## config.mk

```make
export PLATFORM = sky130hd
export DESIGN_NAME = argb_source_over_blend
export DESIGN_NICKNAME = d
export VERILOG_FILES = /design/src/sv/asob_pkg.sv /design/src/sv/argb_source_over_blend.sv
export SDC_FILE = /design/constraint.sdc
export NUM_CORES = 2
export LEC_CHECK = 0
export BUFFER_PORTS_ARGS = -buffer_cell sky130_fd_sc_hd__buf_4
export CORE_ASPECT_RATIO = 0.9
export CORE_MARGIN = 4
export CORE_UTILIZATION = 30
export DETAILED_ROUTE_END_ITERATION = 8
export REMOVE_ABC_BUFFERS = 1
export SYNTH_ARGS = -nofsm -noshare
export SYNTH_HDL_FRONTEND = slang
export SYNTH_SLANG_ARGS = --single-unit
```

## constraint.sdc

```tcl
create_clock -name clk -period 12.95 [get_ports clk]
set_input_delay 0 -clock clk [delete_from_list [all_inputs] [get_ports clk]]
set_output_delay 0 -clock clk [all_outputs]
set_load 0.1 [all_outputs]
```

## src/sv/asob_pkg.sv

```systemverilog
// Shared types, constants and helper functions for the ARGB source-over blender.
// Depends on nothing; imported by argb_source_over_blend.
package asob_pkg;

	localparam int unsigned CH_W    = 8;   // bits per channel
	localparam int unsigned NUM_CH  = 3;   // color channels: blue, green, red
	localparam int unsigned PIX_W   = 32;  // one ARGB8888 pixel
	localparam int unsigned WGT_W   = 16;  // weights, up to 255 * 255
	localparam int unsigned NUM_W   = 24;  // weighted channel sums plus rounding half
	localparam int unsigned ALPHA_LSB = 24;

	localparam logic [CH_W-1:0] CH_MAX = 8'hFF;

	typedef enum logic [1:0] {
		MODE_PASS,     // top alpha is zero: bottom pixel goes through unchanged
		MODE_OPAQUE,   // bottom alpha is full: divide by 255 with the shift trick
		MODE_GENERAL   // general case: divide by the total weight
	} blend_mode_t;

	// One lane of the long divider: the partial remainder and the remaining
	// dividend bits, into which the quotient bits are shifted from the bottom.
	typedef struct packed {
		logic [WGT_W-1:0] rem;
		logic [CH_W-1:0]  low;
	} div_lane_t;

	function automatic logic [CH_W-1:0] chan(input logic [PIX_W-1:0] px,
			input int unsigned idx);
		return px[idx*CH_W +: CH_W];
	endfunction

	// Two restoring division steps. The remainder always stays below the
	// divisor, so the trial value needs only one extra bit.
	function automatic div_lane_t div_step2(input div_lane_t lane_in,
			input logic [WGT_W-1:0] divisor);
		div_lane_t      lane;
		logic [WGT_W:0] trial;
		lane = lane_in;
		for (int unsigned k = 0; k < 2; k++) begin
			trial = {lane.rem, lane.low[CH_W-1]};
			if (trial >= {1'b0, divisor}) begin
				lane.rem = WGT_W'(trial - {1'b0, divisor});
				lane.low = {lane.low[CH_W-2:0], 1'b1};
			end else begin
				lane.rem = trial[WGT_W-1:0];
				lane.low = {lane.low[CH_W-2:0], 1'b0};
			end
		end
		return lane;
	endfunction

endpackage

```

## src/sv/argb_source_over_blend.sv

```systemverilog
// Source-over compositing of two ARGB8888 pixels, seven stages deep.
// Depends on asob_pkg for channel widths, the blend mode type and the divider step.
//
//   Channel   Handshake               Payload
//   request   req_valid / req_ready   bottom_pixel[31:0], top_pixel[31:0]
//   response  rsp_valid / rsp_ready   blended_pixel[31:0]
//
// A word is loaded into stage 1 at the edge that accepts it and passes through stages 2
// to 7, the last being the response register. Unless the response stalls, a new word
// may enter in every cycle, so the sustained rate is one pixel per clock.
// The depth is set by the weight and product stages (two), one stage that rounds the
// simple cases and seeds the divider, and the long divider that produces two quotient
// bits per stage (four stages).
// Reset clears only the valid bits; the data registers need no reset.
// Each stage holds while the one after it is full and stalled, and takes new data as
// soon as it is empty, so bubbles close up and a stall neither drops nor repeats a word.
module argb_source_over_blend (
	input  logic                        clk,
	input  logic                        arst_n,
	input  logic                        req_valid,
	output logic                        req_ready,
	input  logic [asob_pkg::PIX_W-1:0]  bottom_pixel,
	input  logic [asob_pkg::PIX_W-1:0]  top_pixel,
	output logic                        rsp_valid,
	input  logic                        rsp_ready,
	output logic [asob_pkg::PIX_W-1:0]  blended_pixel
);
	import asob_pkg::*;

	// Stage valid bits and load enables. A stage loads when it is empty or when
	// the stage after it is loading as well.
	logic vld_s1, vld_s2, vld_s3, vld_s4, vld_s5, vld_s6, vld_s7;
	logic en_s1, en_s2, en_s3, en_s4, en_s5, en_s6, en_s7;

	assign en_s7 = !vld_s7 || rsp_ready;
	assign en_s6 = !vld_s6 || en_s7;
	assign en_s5 = !vld_s5 || en_s6;
	assign en_s4 = !vld_s4 || en_s5;
	assign en_s3 = !vld_s3 || en_s4;
	assign en_s2 = !vld_s2 || en_s3;
	assign en_s1 = !vld_s1 || en_s2;

	assign req_ready = en_s1;
	assign rsp_valid = vld_s7;

	always_ff @(posedge clk or negedge arst_n) begin
		if (!arst_n) begin
			vld_s1 <= 1'b0;
			vld_s2 <= 1'b0;
			vld_s3 <= 1'b0;
			vld_s4 <= 1'b0;
			vld_s5 <= 1'b0;
			vld_s6 <= 1'b0;
			vld_s7 <= 1'b0;
		end else begin
			if (en_s1) vld_s1 <= req_valid;
			if (en_s2) vld_s2 <= vld_s1;
			if (en_s3) vld_s3 <= vld_s2;
			if (en_s4) vld_s4 <= vld_s3;
			if (en_s5) vld_s5 <= vld_s4;
			if (en_s6) vld_s6 <= vld_s5;
			if (en_s7) vld_s7 <= vld_s6;
		end
	end

	// ------------------------------------------------------------------
	// Stage 1: pick the blend mode and form the two alpha weights.
	// The top weight is 255 * top alpha, done as a shift and a subtract;
	// the bottom weight is bottom alpha times the inverse top alpha.
	// ------------------------------------------------------------------
	logic [CH_W-1:0]  ta_c, ba_c, ia_c;
	logic [WGT_W-1:0] tw_c, bw_c;
	blend_mode_t      mode_c;

	always_comb begin
		ta_c = top_pixel[ALPHA_LSB +: CH_W];
		ba_c = bottom_pixel[ALPHA_LSB +: CH_W];
		ia_c = CH_MAX - ta_c;
		tw_c = {ta_c, {CH_W{1'b0}}} - WGT_W'(ta_c);
		bw_c = WGT_W'(ba_c) * WGT_W'(ia_c);
		if (ta_c == '0) begin
			mode_c = MODE_PASS;
		end else if (ba_c == CH_MAX) begin
			mode_c = MODE_OPAQUE;
		end else begin
			mode_c = MODE_GENERAL;
		end
	end

	logic [PIX_W-1:0] bot_s1, top_s1;
	logic [WGT_W-1:0] tw_s1, bw_s1;
	logic [CH_W-1:0]  ia_s1;
	blend_mode_t      mode_s1;

	always_ff @(posedge clk) begin
		if (en_s1 && req_valid) begin
			bot_s1  <= bottom_pixel;
			top_s1  <= top_pixel;
			tw_s1   <= tw_c;
			bw_s1   <= bw_c;
			ia_s1   <= ia_c;
			mode_s1 <= mode_c;
		end
	end

	// ------------------------------------------------------------------
	// Stage 2: per-channel products. The general path needs color times
	// weight for both pixels; the opaque-bottom path needs color times
	// alpha, which is a small 8 by 8 product pair.
	// ------------------------------------------------------------------
	logic [NUM_W-1:0] pt_c [NUM_CH];
	logic [NUM_W-1:0] pb_c [NUM_CH];
	logic [WGT_W-1:0] xo_c [NUM_CH];
	logic [WGT_W-1:0] w_c;

	always_comb begin
		w_c = tw_s1 + bw_s1;
		for (int unsigned c = 0; c < NUM_CH; c++) begin
			pt_c[c] = NUM_W'(chan(top_s1, c)) * NUM_W'(tw_s1);
			pb_c[c] = NUM_W'(chan(bot_s1, c)) * NUM_W'(bw_s1);
			xo_c[c] = WGT_W'(chan(top_s1, c)) * WGT_W'(top_s1[ALPHA_LSB +: CH_W])
			        + WGT_W'(chan(bot_s1, c)) * WGT_W'(ia_s1);
		end
	end

	logic [NUM_W-1:0] pt_s2 [NUM_CH];
	logic [NUM_W-1:0] pb_s2 [NUM_CH];
	logic [WGT_W-1:0] xo_s2 [NUM_CH];
	logic [WGT_W-1:0] w_s2;
	logic [PIX_W-1:0] bot_s2;
	blend_mode_t      mode_s2;

	always_ff @(posedge clk) begin
		if (en_s2 && vld_s1) begin
			pt_s2   <= pt_c;
			pb_s2   <= pb_c;
			xo_s2   <= xo_c;
			w_s2    <= w_c;
			bot_s2  <= bot_s1;
			mode_s2 <= mode_s1;
		end
	end

	// ------------------------------------------------------------------
	// Stage 3: finish everything that does not need the divider.
	// The opaque-bottom channels are rounded as v = x + 128, then
	// (v + (v >> 8)) >> 8. The general alpha is (w + 127) / 255, done as
	// (n + (n >> 8) + 1) >> 8, which is exact for n below 255 * 256.
	// The general dividend is the weighted sum plus half the weight; since
	// the quotient is below 256, its upper bits already form a remainder
	// smaller than the weight and seed the divider directly.
	// ------------------------------------------------------------------
	logic [PIX_W-1:0] fixed_c;
	div_lane_t        lane_c [NUM_CH];
	logic [NUM_W-1:0] num_c;
	logic [WGT_W:0]   rv_c, an_c, aq_c;

	always_comb begin
		rv_c = '0;
		an_c = (WGT_W+1)'(w_s2) + (WGT_W+1)'(CH_MAX >> 1);
		aq_c = an_c + (an_c >> CH_W) + (WGT_W+1)'(1);
		fixed_c = {aq_c[CH_W +: CH_W], {(PIX_W-CH_W){1'b0}}};
		for (int unsigned c = 0; c < NUM_CH; c++) begin
			num_c = pt_s2[c] + pb_s2[c] + NUM_W'(w_s2 >> 1);
			lane_c[c].rem = num_c[CH_W +: WGT_W];
			lane_c[c].low = num_c[CH_W-1:0];
		end
		case (mode_s2)
			MODE_PASS: begin
				fixed_c = bot_s2;
			end
			MODE_OPAQUE: begin
				fixed_c[ALPHA_LSB +: CH_W] = CH_MAX;
				for (int unsigned c = 0; c < NUM_CH; c++) begin
					rv_c = (WGT_W+1)'(xo_s2[c]) + (WGT_W+1)'(1 << (CH_W-1));
					rv_c = rv_c + (rv_c >> CH_W);
					fixed_c[c*CH_W +: CH_W] = rv_c[CH_W +: CH_W];
				end
			end
			default: begin
				// General case: alpha is set above, colors come from the divider.
			end
		endcase
	end

	div_lane_t        lane_s3 [NUM_CH];
	logic [WGT_W-1:0] w_s3;
	logic [PIX_W-1:0] fixed_s3;
	logic             general_s3;

	always_ff @(posedge clk) begin
		if (en_s3 && vld_s2) begin
			lane_s3    <= lane_c;
			w_s3       <= w_s2;
			fixed_s3   <= fixed_c;
			general_s3 <= (mode_s2 == MODE_GENERAL);
		end
	end

	// ------------------------------------------------------------------
	// Stages 4 to 7: the long divider, two quotient bits per stage for all
	// three channels at once. After the last stage each lane's low byte is
	// the rounded channel value.
	// ------------------------------------------------------------------
	div_lane_t        lane_s4 [NUM_CH];
	div_lane_t        lane_s5 [NUM_CH];
	div_lane_t        lane_s6 [NUM_CH];
	div_lane_t        lane_s7 [NUM_CH];
	logic [WGT_W-1:0] w_s4, w_s5, w_s6;
	logic [PIX_W-1:0] fixed_s4, fixed_s5, fixed_s6, fixed_s7;
	logic             general_s4, general_s5, general_s6, general_s7;

	always_ff @(posedge clk) begin
		if (en_s4 && vld_s3) begin
			for (int unsigned c = 0; c < NUM_CH; c++) begin
				lane_s4[c] <= div_step2(lane_s3[c], w_s3);
			end
			w_s4       <= w_s3;
			fixed_s4   <= fixed_s3;
			general_s4 <= general_s3;
		end
		if (en_s5 && vld_s4) begin
			for (int unsigned c = 0; c < NUM_CH; c++) begin
				lane_s5[c] <= div_step2(lane_s4[c], w_s4);
			end
			w_s5       <= w_s4;
			fixed_s5   <= fixed_s4;
			general_s5 <= general_s4;
		end
		if (en_s6 && vld_s5) begin
			for (int unsigned c = 0; c < NUM_CH; c++) begin
				lane_s6[c] <= div_step2(lane_s5[c], w_s5);
			end
			w_s6       <= w_s5;
			fixed_s6   <= fixed_s5;
			general_s6 <= general_s5;
		end
		if (en_s7 && vld_s6) begin
			for (int unsigned c = 0; c < NUM_CH; c++) begin
				lane_s7[c] <= div_step2(lane_s6[c], w_s6);
			end
			fixed_s7   <= fixed_s6;
			general_s7 <= general_s6;
		end
	end

	// The response register is stage 7. In the general case the alpha byte
	// was fixed in stage 3 and the colors are the quotients.
	always_comb begin
		blended_pixel = fixed_s7;
		if (general_s7) begin
			for (int unsigned c = 0; c < NUM_CH; c++) begin
				blended_pixel[c*CH_W +: CH_W] = lane_s7[c].low;
			end
		end
	end

endmodule
```

==> metrics.yaml <==
routing:
  met3_length_mm: 16.8
  firstDrtPassIters: 7
  wl_met2_mm: 103
  top_layer: "met5"
  vias: 64328
  wire_per_inst_um: 18.2
  wl_mm: 243
  vias_per_cell: 4.82
  detail_route.drc_violations: 0
  dr.first_iter.drc_count: 4488
  antenna_left: 0
  wl_met1_mm: 118
logic_synthesis:
  synthFlopType: "edfxtp_1"
  postSynthAreaPerCell_um2: 10.3
  ys_seq_elements: 895
  synth_warnings: 0
  syn_area_mm2: 0.0928
  synth.distinct_cells: 90
  syn_inst: 9047
  ys_seq_area_share_pct: 28.9
  async_flop_share_pct: 0.782
  synth-edff-count: 888
floorplan:
  initial_core_util_pct: 30.2
  io_pins: 102
  dieArea_mm2: 0.318
  core_mm2: 0.307
  die_height_um: 536
  rows: 193
  dieWidth_um: 594
clock_network:
  cts_buffer_depth: 3
  htreeDepth: 3
  post_cts_resized: 0
  cts_tree: "done"
  cts.sinks: 895
  cts_buffers: 97
  clk_latency_ns: 0.74
  root_buffer: "clkbuf_16"
  clkTransAtPathRegs_ns: 0.07
setup_path:
  critPathRequiredTime_ns: 13.43
  cp-start-kind: "register"
  path_class: "register to register"
  crit_chain: "inv_1 -> ha_1 -> a21o_1 -> a21o_1 -> a21oi_1 -> o21ai_1 -> a2111oi_0 -> a311oi_4 -> a21oi_1 -> ha_1 -> nor2b_1 -> o21ai_0 -> a21oi_1 -> o21ai_0 -> a21oi_1 -> a221oi_1 -> o211ai_1 -> a21boi_2 -> mux2_2"
  critPathCaptureType: "register"
  reg2reg_slack_ns: 6.57
  cpMaxStageDelayCell: "a2111oi_0"
  arrival_ns: 6.87
  cpPeakStageDelay_ns: 0.76
  worst-path-buf-inv: 1
  crit_family: "compound AO/OA/AOI/OAI gates"
  cp_max_fo: 16
  crit_top_cell: "a21oi_1"
place:
  placedCellCount: 13071
  hpwl_mm: 186
  io_buffers: 101
  routabilityCongestion: 0.857
timing:
  hold_viol: 0
  fin_skew_ns: 0.0669
  slew_headroom_pct: 10.3
  slew_violations: 0
  period_minus_slack_ns: 6.38
  setup-tns-final_ns: 0
  rsz0062_at_grt: "no"
  fmax_mhz: 157
  setup-violations-final: 0
  tightest_slew_ns: 1.33
  fin_crit_sh_pct: 49.3
job:
  drv_cap: 0
grt:
  grt_pass1_wl_mm: 378
  grt_max_degree: 141
  grt.overflow.total: 0
  antenna_found_initial: 27
  grt_pass1_vias: 63424
  grt.total_usage_pct: 15.1
worst_hold_path:
  hold_path_class: "input port to register"
cells_and_area:
  drive_gt1_share_pct: 7.21
  instances_no_fill: 13356
  area_growth_pct: 11.0
  layout_commonest_cell: "inv_1"
  final_cell_mix: "inv_1, ha_1, fa_1, edfxtp_1, nand2_1"
  fin_nets: 11154
  fillers: 31039
status:
  status: "complete, no violations"
cell usage after synthesis, types with 30 or more instances:
cell      count  area, um^2
a211oi_1     45         338
a21o_1      149        1120
a21oi_1     386        1930
a31oi_1      40         250
and2_1      695        4350
and3_1       56         350
clkbuf_1    231         867
edfxtp_1    888       26700
fa_1        898       18000
ha_1       1012       12700
inv_1      1336        5010
mux2_2      225        2530
mux2i_1      30         300
nand2_1     747        2800
nand2b_1     66         413
nand3_1     143         716
nand4_1      71         444
nor2_1      387        1450
nor2b_1     113         707
nor3_1      113         566
o21a_1       83         623
o21ai_0     230        1150
o21bai_1     64         480
or3_1        37         231
xnor2_1     410        3590
xor2_1      140        1230
through the flow:
stage               instance area, um^2  worst slack, ns  util [%]  hold slack, ns
finish                           103000             6.57      33.5          0.0460
global route                     103000             5.96      33.5         0.00967
CTS                              103000             6.60      33.5         0.00427
detailed placement                98300             6.66      32.0          -0.181
global placement                  98300             6.75      32.0          -0.181
floorplan                         91700             5.16         -          -0.296
worst register-to-register path, delay by kind of cell (launching register included):
kind,cells,cell delay (ns)
DFF,1,0.39
muxes,1,0.43
adders and majority gates,2,0.71
AOI/OAI and AO/OA,14,4.10
buffers and inverters,1,0.37
and+or+nand+nor,1,0.13
sequential cells by signal (all words and copies together) (netlist names), 24 cells and up:
signal    cells
bot_s1       32
bot_s2       32
fixed_s3     32
fixed_s4     32
fixed_s5     32
fixed_s6     32
fixed_s7     32
lane_s3      72
lane_s4      72
lane_s5      72
lane_s6      72
lane_s7      24
pb_s2        72
pt_s2        72
top_s1       32
xo_s2        48
final cells by class:
class | count | area (um^2) | share of cell area (%)
Antenna cell | 5 | 12.5 | 0.0122
Clock buffer | 106 | 2480 | 2.41
Clock inverter | 73 | 1070 | 1.04
Inverter | 1340 | 5030 | 4.89
Multi-Input combinational cell | 6548 | 59900 | 58.2
Sequential cell | 895 | 26800 | 26.1
Tap cell | 4095 | 5120 | 4.98
Timing Repair Buffer | 294 | 2470 | 2.40
cells by family (layout without fill, tap and decap cells):
family,after synthesis,in the layout,synth area share (%)
other cells,0,5,0
mux,275,275,3.35
buf+inv,1604,1813,6.59
simple gates,2521,2521,13.7
xor+xnor,551,551,5.22
flops,895,895,28.9
compound gates,1291,1291,9.20
fa+ha+maj,1910,1910,33.0
per-layer routing:
metal	track usage (%)	vias up
met5	0	-
met4	3.28	2
met3	2.61	269
met2	22.8	1805
met1	22.5	31526
li1	-	30726
timing repair:
action                                 CTS  global route
endpoints found under the hold margin  155             0
hold buffers                           101             0
buffers inserted                         0             0
setup endpoints to repair                0             0
final timing paths:
path                                start             end  depth (start not counted)
max in group asynchronous          arst_n       rsp_valid                          3
hold reg to reg            lane_s5[0][29]  lane_s6[0][31]                          0
setup reg to reg                  w_s3[8]  lane_s4[0][35]                         19
hold / removal              top_pixel[11]      top_s1[11]                          2
min in group asynchronous          arst_n          vld_s2                          3
setup / recovery                  w_s3[8]  lane_s4[0][35]                         19
Power is not shown: default switching activity piles up to over one toggle a cycle in this logic, so the estimate is an artifact.
